File: src/design/sle_pkg.sv
// Shared types and constants of the sequential list engine.
package sle_pkg;

  // List capacity and the widths that follow from it
  localparam int CAPACITY = 128;
  localparam int ADDR_W   = $clog2(CAPACITY);
  localparam int CNT_W    = $clog2(CAPACITY + 1);
  localparam int POS_W    = 8;
  localparam int LEN_W    = 8;
  localparam int DATA_W   = 32;
  // Compare width: holds the count, a position and count + 1
  localparam int CMP_W    = ((CNT_W > POS_W) ? CNT_W : POS_W) + 1;
  localparam logic [CMP_W-1:0] CAP_CMP = CMP_W'(CAPACITY);

  typedef enum logic [1:0] {
    OP_INSERT = 2'd0,
    OP_DELETE = 2'd1,
    OP_GET    = 2'd2,
    OP_LOCATE = 2'd3
  } op_t;

  typedef enum logic [1:0] {
    ST_OK     = 2'd0,
    ST_BADPOS = 2'd1,
    ST_FULL   = 2'd2
  } status_t;

  typedef struct packed {
    op_t                       op;
    logic [POS_W-1:0]          position;
    logic signed [DATA_W-1:0]  value;
  } request_t;

  typedef struct packed {
    status_t                   status;
    logic signed [DATA_W-1:0]  read_value;
    logic [LEN_W-1:0]          found_position;
    logic [LEN_W-1:0]          list_length;
  } result_t;

  // Decoded command handed from the front end to the back end
  typedef struct packed {
    op_t                       op;
    logic                      pos_zero;
    logic [POS_W-1:0]          position;
    logic [ADDR_W-1:0]         index;
    logic signed [DATA_W-1:0]  value;
  } cmd_t;

  typedef enum logic [2:0] {
    BK_IDLE,
    BK_MOVE,
    BK_PUT,
    BK_READ,
    BK_CAPTURE,
    BK_SCAN,
    BK_DONE
  } back_state_t;

endpackage

File: src/design/sle_resq.sv
// Two-entry result queue between the back end and the result ports.
module sle_resq (
  input  logic             clk,
  input  logic             rst,
  input  logic             res_push,
  output logic             res_full,
  input  sle_pkg::result_t res_in,
  output logic             empty,
  input  logic             pop,
  output sle_pkg::result_t result
);
  import sle_pkg::*;

  result_t    slot [2];
  logic       wr_ptr;
  logic       rd_ptr;
  logic [1:0] fill;
  logic       do_push;
  logic       do_pop;

  assign res_full = (fill == 2'd2);
  assign empty    = (fill == 2'd0);
  assign result   = slot[rd_ptr];
  assign do_push  = res_push && !res_full;
  assign do_pop   = pop && !empty;

  // Hold the pushed result
  always_ff @(posedge clk) begin
    if (do_push) begin
      slot[wr_ptr] <= res_in;
    end
  end

  // Advance pointers and fill level
  always_ff @(posedge clk) begin
    if (rst) begin
      wr_ptr <= 1'b0;
      rd_ptr <= 1'b0;
      fill   <= 2'd0;
    end else begin
      if (do_push) begin
        wr_ptr <= ~wr_ptr;
      end
      if (do_pop) begin
        rd_ptr <= ~rd_ptr;
      end
      unique case ({do_push, do_pop})
        2'b10:   fill <= fill + 2'd1;
        2'b01:   fill <= fill - 2'd1;
        default: fill <= fill;
      endcase
    end
  end

endmodule

File: config.mk
export PLATFORM = sky130hd
export DESIGN_NAME = sle_resq
export DESIGN_NICKNAME = d
export VERILOG_FILES = /design/src/design/sle_pkg.sv /design/src/design/sle_resq.sv
export SDC_FILE = /design/constraint.sdc
export NUM_CORES = 1
export LEC_CHECK = 0
export ABC_AREA = 1
export BUFFER_PORTS_ARGS = -buffer_cell sky130_fd_sc_hd__buf_2
export CELL_PAD_IN_SITES_DETAIL_PLACEMENT = 2
export CELL_PAD_IN_SITES_GLOBAL_PLACEMENT = 2
export CORE_UTILIZATION = 38
export DETAILED_ROUTE_END_ITERATION = 7
export PLACE_DENSITY_LB_ADDON = 0.25
export SETUP_SLACK_MARGIN = 0.1
export SLEW_MARGIN = 10
export SYNTH_ARGS = -nofsm -noshare
export SYNTH_HDL_FRONTEND = slang
export SYNTH_SLANG_ARGS = --single-unit
File: constraint.sdc
create_clock -name clk -period 3.8 [get_ports clk]
set_input_delay 0.19 -clock clk [delete_from_list [all_inputs] [get_ports clk]]
set_output_delay 0.19 -clock clk [all_outputs]
set_load 0.02 [all_outputs]
==> results.cfg <==
[routing]
drt_iter0_markers = 71
vias_per_cell = 4.484
ant_nets = 0
vias = 2139
first_pass_iters = 4
drc = 0
routedWlPerCell_um = 17.19
wl_mm = 8.198

[clocking]
cts-hold-fix-buffers = 29
clockBufferDepth = 2
clock_sinks = 105
cts_resized = 0
clk_pin_slew_worst_paths_ns = 0.10
clk_latency_ns = 0.36
ctsRootBufferMaster = clkbuf_8
post_cts_buffers = 0
cts_buffers = 9
tritoncts = done
h-tree-depth = 3

[logic_synthesis]
yosysWarnings = 0
avgSynthCellArea_um2 = 20.97
synth-seq-cells = 105
postSynthCellCount = 196
ys.flop_type = edfxtp_1
yosysTopAreaCell = edfxtp_1
synth_cell_type_count = 12
yosysSeqAreaShare_pct = 75.49
synth.most_common_cell = edfxtp_1
async_flop_share_pct = 0
synth_edf_count = 100
yosys-top-cells-count = edfxtp_1 (100), mux2_4 (50), nor2_1 (14)
synthTopCellsByArea = edfxtp_1 (73%), mux2_4 (18%), buf_12 (2.4%)
synth_top_area_share_pct = 73.06
synth_nets = 251
netlist_area_um2 = 4110

[sta]
fmax_mhz = 478.5
maxSlewHeadroom_pct = 23.85
hold_viol = 0
setup_tns_ns = 0
slew_violations = 0
setup_viol = 0
skew_ns = 0.009766
post-route-period-util_pct = 54.99
tightest_slew_ns = 1.141
rsz0062_at_grt = no
layout_min_cycle_time_ns = 2.090

[setup_path]
worstPathCellList = mux2_4 -> buf_2
worstPathArrival_ns = 1.90
critical-path-max-stage-delay_ns = 1.00
critical_path.max_fanout = 50
path_class = reg -> out
critical_path_buf_inv_count = 1
startpoint_type = register
crit_slowest_cell = dfxtp_4
path_delay_family = flip-flops
crit_required_ns = 3.61
endpoint_kind = primary output

[floorplanning]
core_area_um2 = 10420
die_area_um2 = 11240
ios = 106
num_rows = 37
die_h_um = 106
die_x_um = 106
start_util_pct = 39.46

[power]
peakVddDrop_uv = 306.5
leakage_nw = 2.070
total_power_mw = 2.920
powerDensity_nw_per_um2 = 561.0

[finish]
drive_above_1_share_pct = 51.32
antennaDiodeCount = 0
final_cells = 477
area_growth_syn_to_layout_pct = 26.64
utilization_pct = 49.97
nNetsFinal = 391
fillCellCount = 975

[global_routing]
antenna_found_initial = 0
grt_pass1_vias = 2379
grt_util_all_layers_pct = 15.21
overflow = 0
grt_start_max_net_pins = 51
grt_pass1_wl_mm = 12.68

[min_path]
hold_class = in -> reg

[placed_design]
gp_congestion = 0.6671
dp_hpwl_mm = 5.311
portBuffers = 105
dp_cells = 432

[job]
max-cap-violations = 0

[run_status]
outcome = complete, no violations
==> cells in the final DEF, fill, tap and decap left out, drive strengths merged <==
master	n
dfxtp	5
inv	11
nor2	14
nand2	8
bufinv	1
clkinv	1
o21ai	1
nand4	1
a21oi	1
ha	1
buf	106
clkbuf	9
edfxtp	100
clkinvlp	3
mux2	50
dlygate4sd3	29
==> final cells by class <==
type / count / area [µm²] / share of cell area, %
multi-input combinational: 76 / 869.6 / 16.71
timing repair buffer: 135 / 823.3 / 15.82
clock inverter: 7 / 77.57 / 1.490
sequential: 105 / 3107 / 59.69
clock buffer: 9 / 123.9 / 2.380
tap: 136 / 170.2 / 3.269
inverter: 9 / 33.78 / 0.6490
==> power by group <==
| part | total (mW) | leakage (nW) | switching [mW] | internal, mW |
|---|---|---|---|---|
| clock network | 0.697 | 0.0938 | 0.387 | 0.310 |
| logic | 0.702 | 0.999 | 0.366 | 0.336 |
| registers | 1.52 | 0.977 | 0.105 | 1.42 |
| total | 2.92 | 2.07 | 0.857 | 2.06 |
==> kinds of logic after synthesis <==
group,synth area share (%)
fa+ha+maj,0.3044
buf+inv,3.531
flops,75.49
mux,18.26
simple gates,2.161
compound gates,0.2433
==> metal layers <==
layer,GRT usage (%),up-vias,wire [µm]
met5,0,-,0
met4,5.655,0,87
met3,3.495,7,297
met2,27.08,56,4314
met1,17.84,1063,3499
li1,-,1013,-
==> worst paths after layout <==
kind	to	depth (start not counted)	start	slack, ns
max	result[13]	2	register	1.71
min	slot[1][5]	1	res_in[5]	0.02
min reg2reg	fill[1]	2	fill[1]	0.53
max reg2reg	slot[1][48]	4	fill[0]	1.76
==> registers in the layout, indices dropped and copies added, names as in the netlist, named ones only <==
name,flops
fill,2
rd_ptr,1
wr_ptr,1
slot,100
==> metrics by stage <==
stage | setup slack [ns] | hold WS (ns) | cell area (µm²)
finish | 1.710 | 0.01986 | 5205
global placement | 1.864 | 0.3789 | 4713
global route | 1.562 | 0.001554 | 5205
CTS | 1.667 | 0.0002735 | 5205
floorplan | 0.5120 | 0.2889 | 4110
detailed placement | 1.746 | 0.3832 | 4713
==> worst register-to-register path: stages, from the launching register on <==
cell and delay [ns]:
dfxtp_1 0.43, nor2_1 0.09, nor2_1 0.17, nand2_1 0.11
inv_2 0.82
Power figures use the tool's default switching activity.
