`src/design/sle_pkg.sv`:
```
// Shared types and constants of the sequential list engine.
package sle_pkg;

  // List capacity and the widths that follow from it
  localparam int CAPACITY = 128;
  localparam int ADDR_W   = $clog2(CAPACITY);
  localparam int CNT_W    = $clog2(CAPACITY + 1);
  localparam int POS_W    = 8;
  localparam int LEN_W    = 8;
  localparam int DATA_W   = 32;
  // Compare width: holds the count, a position and count + 1
  localparam int CMP_W    = ((CNT_W > POS_W) ? CNT_W : POS_W) + 1;
  localparam logic [CMP_W-1:0] CAP_CMP = CMP_W'(CAPACITY);

  typedef enum logic [1:0] {
    OP_INSERT = 2'd0,
    OP_DELETE = 2'd1,
    OP_GET    = 2'd2,
    OP_LOCATE = 2'd3
  } op_t;

  typedef enum logic [1:0] {
    ST_OK     = 2'd0,
    ST_BADPOS = 2'd1,
    ST_FULL   = 2'd2
  } status_t;

  typedef struct packed {
    op_t                       op;
    logic [POS_W-1:0]          position;
    logic signed [DATA_W-1:0]  value;
  } request_t;

  typedef struct packed {
    status_t                   status;
    logic signed [DATA_W-1:0]  read_value;
    logic [LEN_W-1:0]          found_position;
    logic [LEN_W-1:0]          list_length;
  } result_t;

  // Decoded command handed from the front end to the back end
  typedef struct packed {
    op_t                       op;
    logic                      pos_zero;
    logic [POS_W-1:0]          position;
    logic [ADDR_W-1:0]         index;
    logic signed [DATA_W-1:0]  value;
  } cmd_t;

  typedef enum logic [2:0] {
    BK_IDLE,
    BK_MOVE,
    BK_PUT,
    BK_READ,
    BK_CAPTURE,
    BK_SCAN,
    BK_DONE
  } back_state_t;

endpackage

```
`src/design/sle_front.sv`:
```
// Front end: accept requests, decode them and hold them in a two-entry command queue.
module sle_front (
  input  logic             clk,
  input  logic             rst,
  input  logic             push,
  output logic             full,
  input  sle_pkg::request_t request,
  output logic             cmd_valid,
  output sle_pkg::cmd_t    cmd,
  input  logic             cmd_pop
);
  import sle_pkg::*;

  cmd_t             slot [2];
  logic             wr_ptr;
  logic             rd_ptr;
  logic [1:0]       fill;
  logic             do_push;
  logic             do_pop;
  cmd_t             decoded;
  logic [CMP_W-1:0] pos_ext;
  logic [CMP_W-1:0] pos_m1;

  assign full      = (fill == 2'd2);
  assign cmd_valid = (fill != 2'd0);
  assign cmd       = slot[rd_ptr];
  assign do_push   = push && !full;
  assign do_pop    = cmd_pop && cmd_valid;

  // Classify the request: flag position zero, form the 0-based index
  always_comb begin
    pos_ext          = {{(CMP_W-POS_W){1'b0}}, request.position};
    pos_m1           = pos_ext - {{(CMP_W-1){1'b0}}, 1'b1};
    decoded.op       = request.op;
    decoded.pos_zero = (request.position == '0);
    decoded.position = request.position;
    decoded.index    = pos_m1[ADDR_W-1:0];
    decoded.value    = request.value;
  end

  // Store the decoded command
  always_ff @(posedge clk) begin
    if (do_push) begin
      slot[wr_ptr] <= decoded;
    end
  end

  // Advance pointers and fill level
  always_ff @(posedge clk) begin
    if (rst) begin
      wr_ptr <= 1'b0;
      rd_ptr <= 1'b0;
      fill   <= 2'd0;
    end else begin
      if (do_push) begin
        wr_ptr <= ~wr_ptr;
      end
      if (do_pop) begin
        rd_ptr <= ~rd_ptr;
      end
      unique case ({do_push, do_pop})
        2'b10:   fill <= fill + 2'd1;
        2'b01:   fill <= fill - 2'd1;
        default: fill <= fill;
      endcase
    end
  end

endmodule

```
`config.mk`:
```
export PLATFORM = sky130hd
export DESIGN_NAME = sle_front
export DESIGN_NICKNAME = d
export VERILOG_FILES = /design/src/design/sle_pkg.sv /design/src/design/sle_front.sv
export SDC_FILE = /design/constraint.sdc
export NUM_CORES = 1
export LEC_CHECK = 0
export BUFFER_PORTS_ARGS = -buffer_cell sky130_fd_sc_hd__buf_2
export CORE_MARGIN = 3
export CORE_UTILIZATION = 29
export CTS_BUF_LIST = sky130_fd_sc_hd__clkbuf_8
export DETAILED_ROUTE_END_ITERATION = 10
export PLACE_DENSITY = 0.47
export SLEW_MARGIN = 10
export SYNTH_ARGS = -nofsm -noshare
export SYNTH_HDL_FRONTEND = slang
export SYNTH_SLANG_ARGS = --single-unit
```
`constraint.sdc`:
```
create_clock -name clk -period 5.8 [get_ports clk]
set_input_delay 1.16 -clock clk [delete_from_list [all_inputs] [get_ports clk]]
set_output_delay 1.16 -clock clk [all_outputs]
set_load 0.005 [all_outputs]
```
==> impl_metrics.tcl <==
set metrics [dict create \
    fin_cells 483 \
    reg2reg_depth 5 \
    cp_max_fo 45 \
    drc_errors 0 \
    cts_tree "built" \
    wl_per_cell_um 15.0 \
    final_common_cell "edfxtp_1" \
    slew_violations 0 \
    core_um2 13000 \
    ys_seq_area_share_pct 78.6 \
    cp.arrival_ps 1900 \
    clockBufferDepth 2 \
    chipWidth_um 123 \
    rows 41 \
    critPathKind "reg2out" \
    layout_common_cells "edfxtp_1 (100), buf_2 (97), mux2_2 (50)" \
    dp_slack_ps 3070 \
    finalWorstSetupSlack_ps 2740 \
    cts-buffers-inserted 9 \
    post_cts_buffers 0 \
    yosysWarnings 0 \
    grt_pass1_wl_um 11100 \
    rsz0062_at_grt "false" \
    max-vdd-ir-drop_mv 0.363 \
    hold_path_class "reg2reg" \
    place_inst 467 \
    yosysUniqueCellTypes 22 \
    max-cap-violations 0 \
    gr-usage-all-layers_pct 10.2 \
    antenna_found_initial 0 \
    clock_sinks 105 \
    total_power_mw 1.87 \
    powerDensity_nw_per_um2 390 \
    start_kind "flip-flop" \
    area_growth_pct 21.7 \
    drt-initial-drc-count 46 \
    hold_viol 0 \
    worstHoldStart "wr_ptr$_SDFFE_PP0P_" \
    slew_headroom_pct 51.7 \
    gp_congestion 0.665 \
    antennaDiodeCount 0 \
    setup_violations 0 \
    start_util_pct 30.4 \
    critPathRequiredTime_ps 4640 \
    dp_hpwl_um 4460 \
    viasPerCell 4.26 \
    synthCells 201 \
    numPortBuffers 97 \
    syn_area_um2 3950 \
    grt_max_degree 51 \
    r2r_start "fill[0]$_SDFFE_PP0P_" \
    regToRegSetupSlack_ps 3790 \
    period_share_pct 52.7 \
    ctsResizeCount 0 \
    syn_avg_cell_area_um2 19.6 \
    firstDrtPassIters 4 \
    leakagePower_nw 1.80 \
    grt_pass1_vias 2101 \
    root_buffer "clkbuf_8" \
    setup_tns_ps 0 \
    die_area_um2 15000 \
    hold_path_depth 2 \
    max_freq_ghz 0.327 \
    fin_crit_ps 3060 \
    grt-ovfl-total 0 \
    via_count 2056 \
    final_util_pct 37.0 \
    hold_path_end "wr_ptr$_SDFFE_PP0P_" \
    syn_nets 250 \
    boundaryPins 98 \
    ant_nets 0 \
    clk_latency_ps 370 \
    cp-end-kind "primary output" \
    hold_buffers 0 \
    clkTransAtPathRegs_ps 80 \
    wirelength_um 7270 \
    skew_ps 5.73 \
    die_y_um 123 \
    r2r_end "slot[0][23]$_DFFE_PP_" \
    drive_gt1_share_pct 53.4 \
    cts_max_level 3 \
    nets 355 \
    ys_ff_latch 105 \
    tightest_slew_ps 725 \
    status "finished clean" \
]
[cells in the mapped netlist]
library cell  count  area (um^2)
xor2_1            3         26.3
mux2_2           50          563
a21oi_1           2         10.0
or4_4             1         11.3
or3_1             2         12.5
buf_2             5         25.0
inv_1             6         22.5
dfxtp_1           5          100
and3_1            2         12.5
nand2_1           4         15.0
or2_2             1         6.26
o21ai_0           2         10.0
nor2_2            1         6.26
nor2_1            5         18.8
nor4_1            1         6.26
o31ai_1           1         7.51
edfxtp_1        100         3000
ha_1              3         37.5
clkbuf_1          1         3.75
nand2b_1          1         6.26
xnor2_1           4         35.0
o21a_1            1         7.51
[per-layer routing]
metal  vias to the layer above  global-route usage, %  routed length [um]
met4                         0                   5.88                 186
met3                        12                   3.73                 539
met1                      1000                   13.0                3240
li1                        975                      -                   -
met5                         -                      0                   0
met2                        69                   14.9                3300
[area by class of cell]
class,count,area (um^2)
fill,1269,8180
sequential,105,3100
multi-input combinational,84,793
timing repair buffer,100,508
tap,172,215
clock buffer,10,138
clock inverter,6,22.5
inverter,6,22.5
[flip-flops by register name (all words and copies together), names as in the netlist, named ones only]
| register | flops |
|---|---|
| wr_ptr | 1 |
| fill | 2 |
| rd_ptr | 1 |
| slot | 100 |
[cell families after synthesis]
group / after synthesis / share of synthesized area [%]
flops: 105 / 78.6
mux: 50 / 14.3
simple gates: 18 / 2.41
buf+inv: 12 / 1.30
xor+xnor: 7 / 1.55
compound gates: 6 / 0.888
fa+ha+maj: 3 / 0.951
[how the worst max path moves through the flow]
stage / to / slack (ps) / cells past startpoint
final: cmd[38] / 2740 / 3
after global routing: cmd[38] / 2610 / 3
after CTS: cmd[43] / 2660 / 3
after detailed placement: slot[0][23]$_DFFE_PP_ / 3070 / 5
after global placement: slot[0][25]$_DFFE_PP_ / 3070 / 5
after floorplan: slot[0][0]$_DFFE_PP_ / 2860 / 3
[power breakdown]
| group | switching, mW | internal, mW | total [mW] |
|---|---|---|---|
| logic | 0.242 | 0.253 | 0.495 |
| registers | 0.0328 | 0.959 | 0.992 |
| clock network | 0.229 | 0.159 | 0.388 |
[critical path, cell delays in order, from the launching register on]
cell     delay [ps]
dfxtp_2         410
buf_4           550
mux2_2          420
buf_2           130
[stage by stage]
step	area, um^2	hold WS [ps]
final	4800	506
after global routing	4800	547
after CTS	4800	516
after detailed placement	4640	495
after global placement	4640	477
after floorplan	3950	452
No activity file was read; power rests on OpenSTA's default activity.
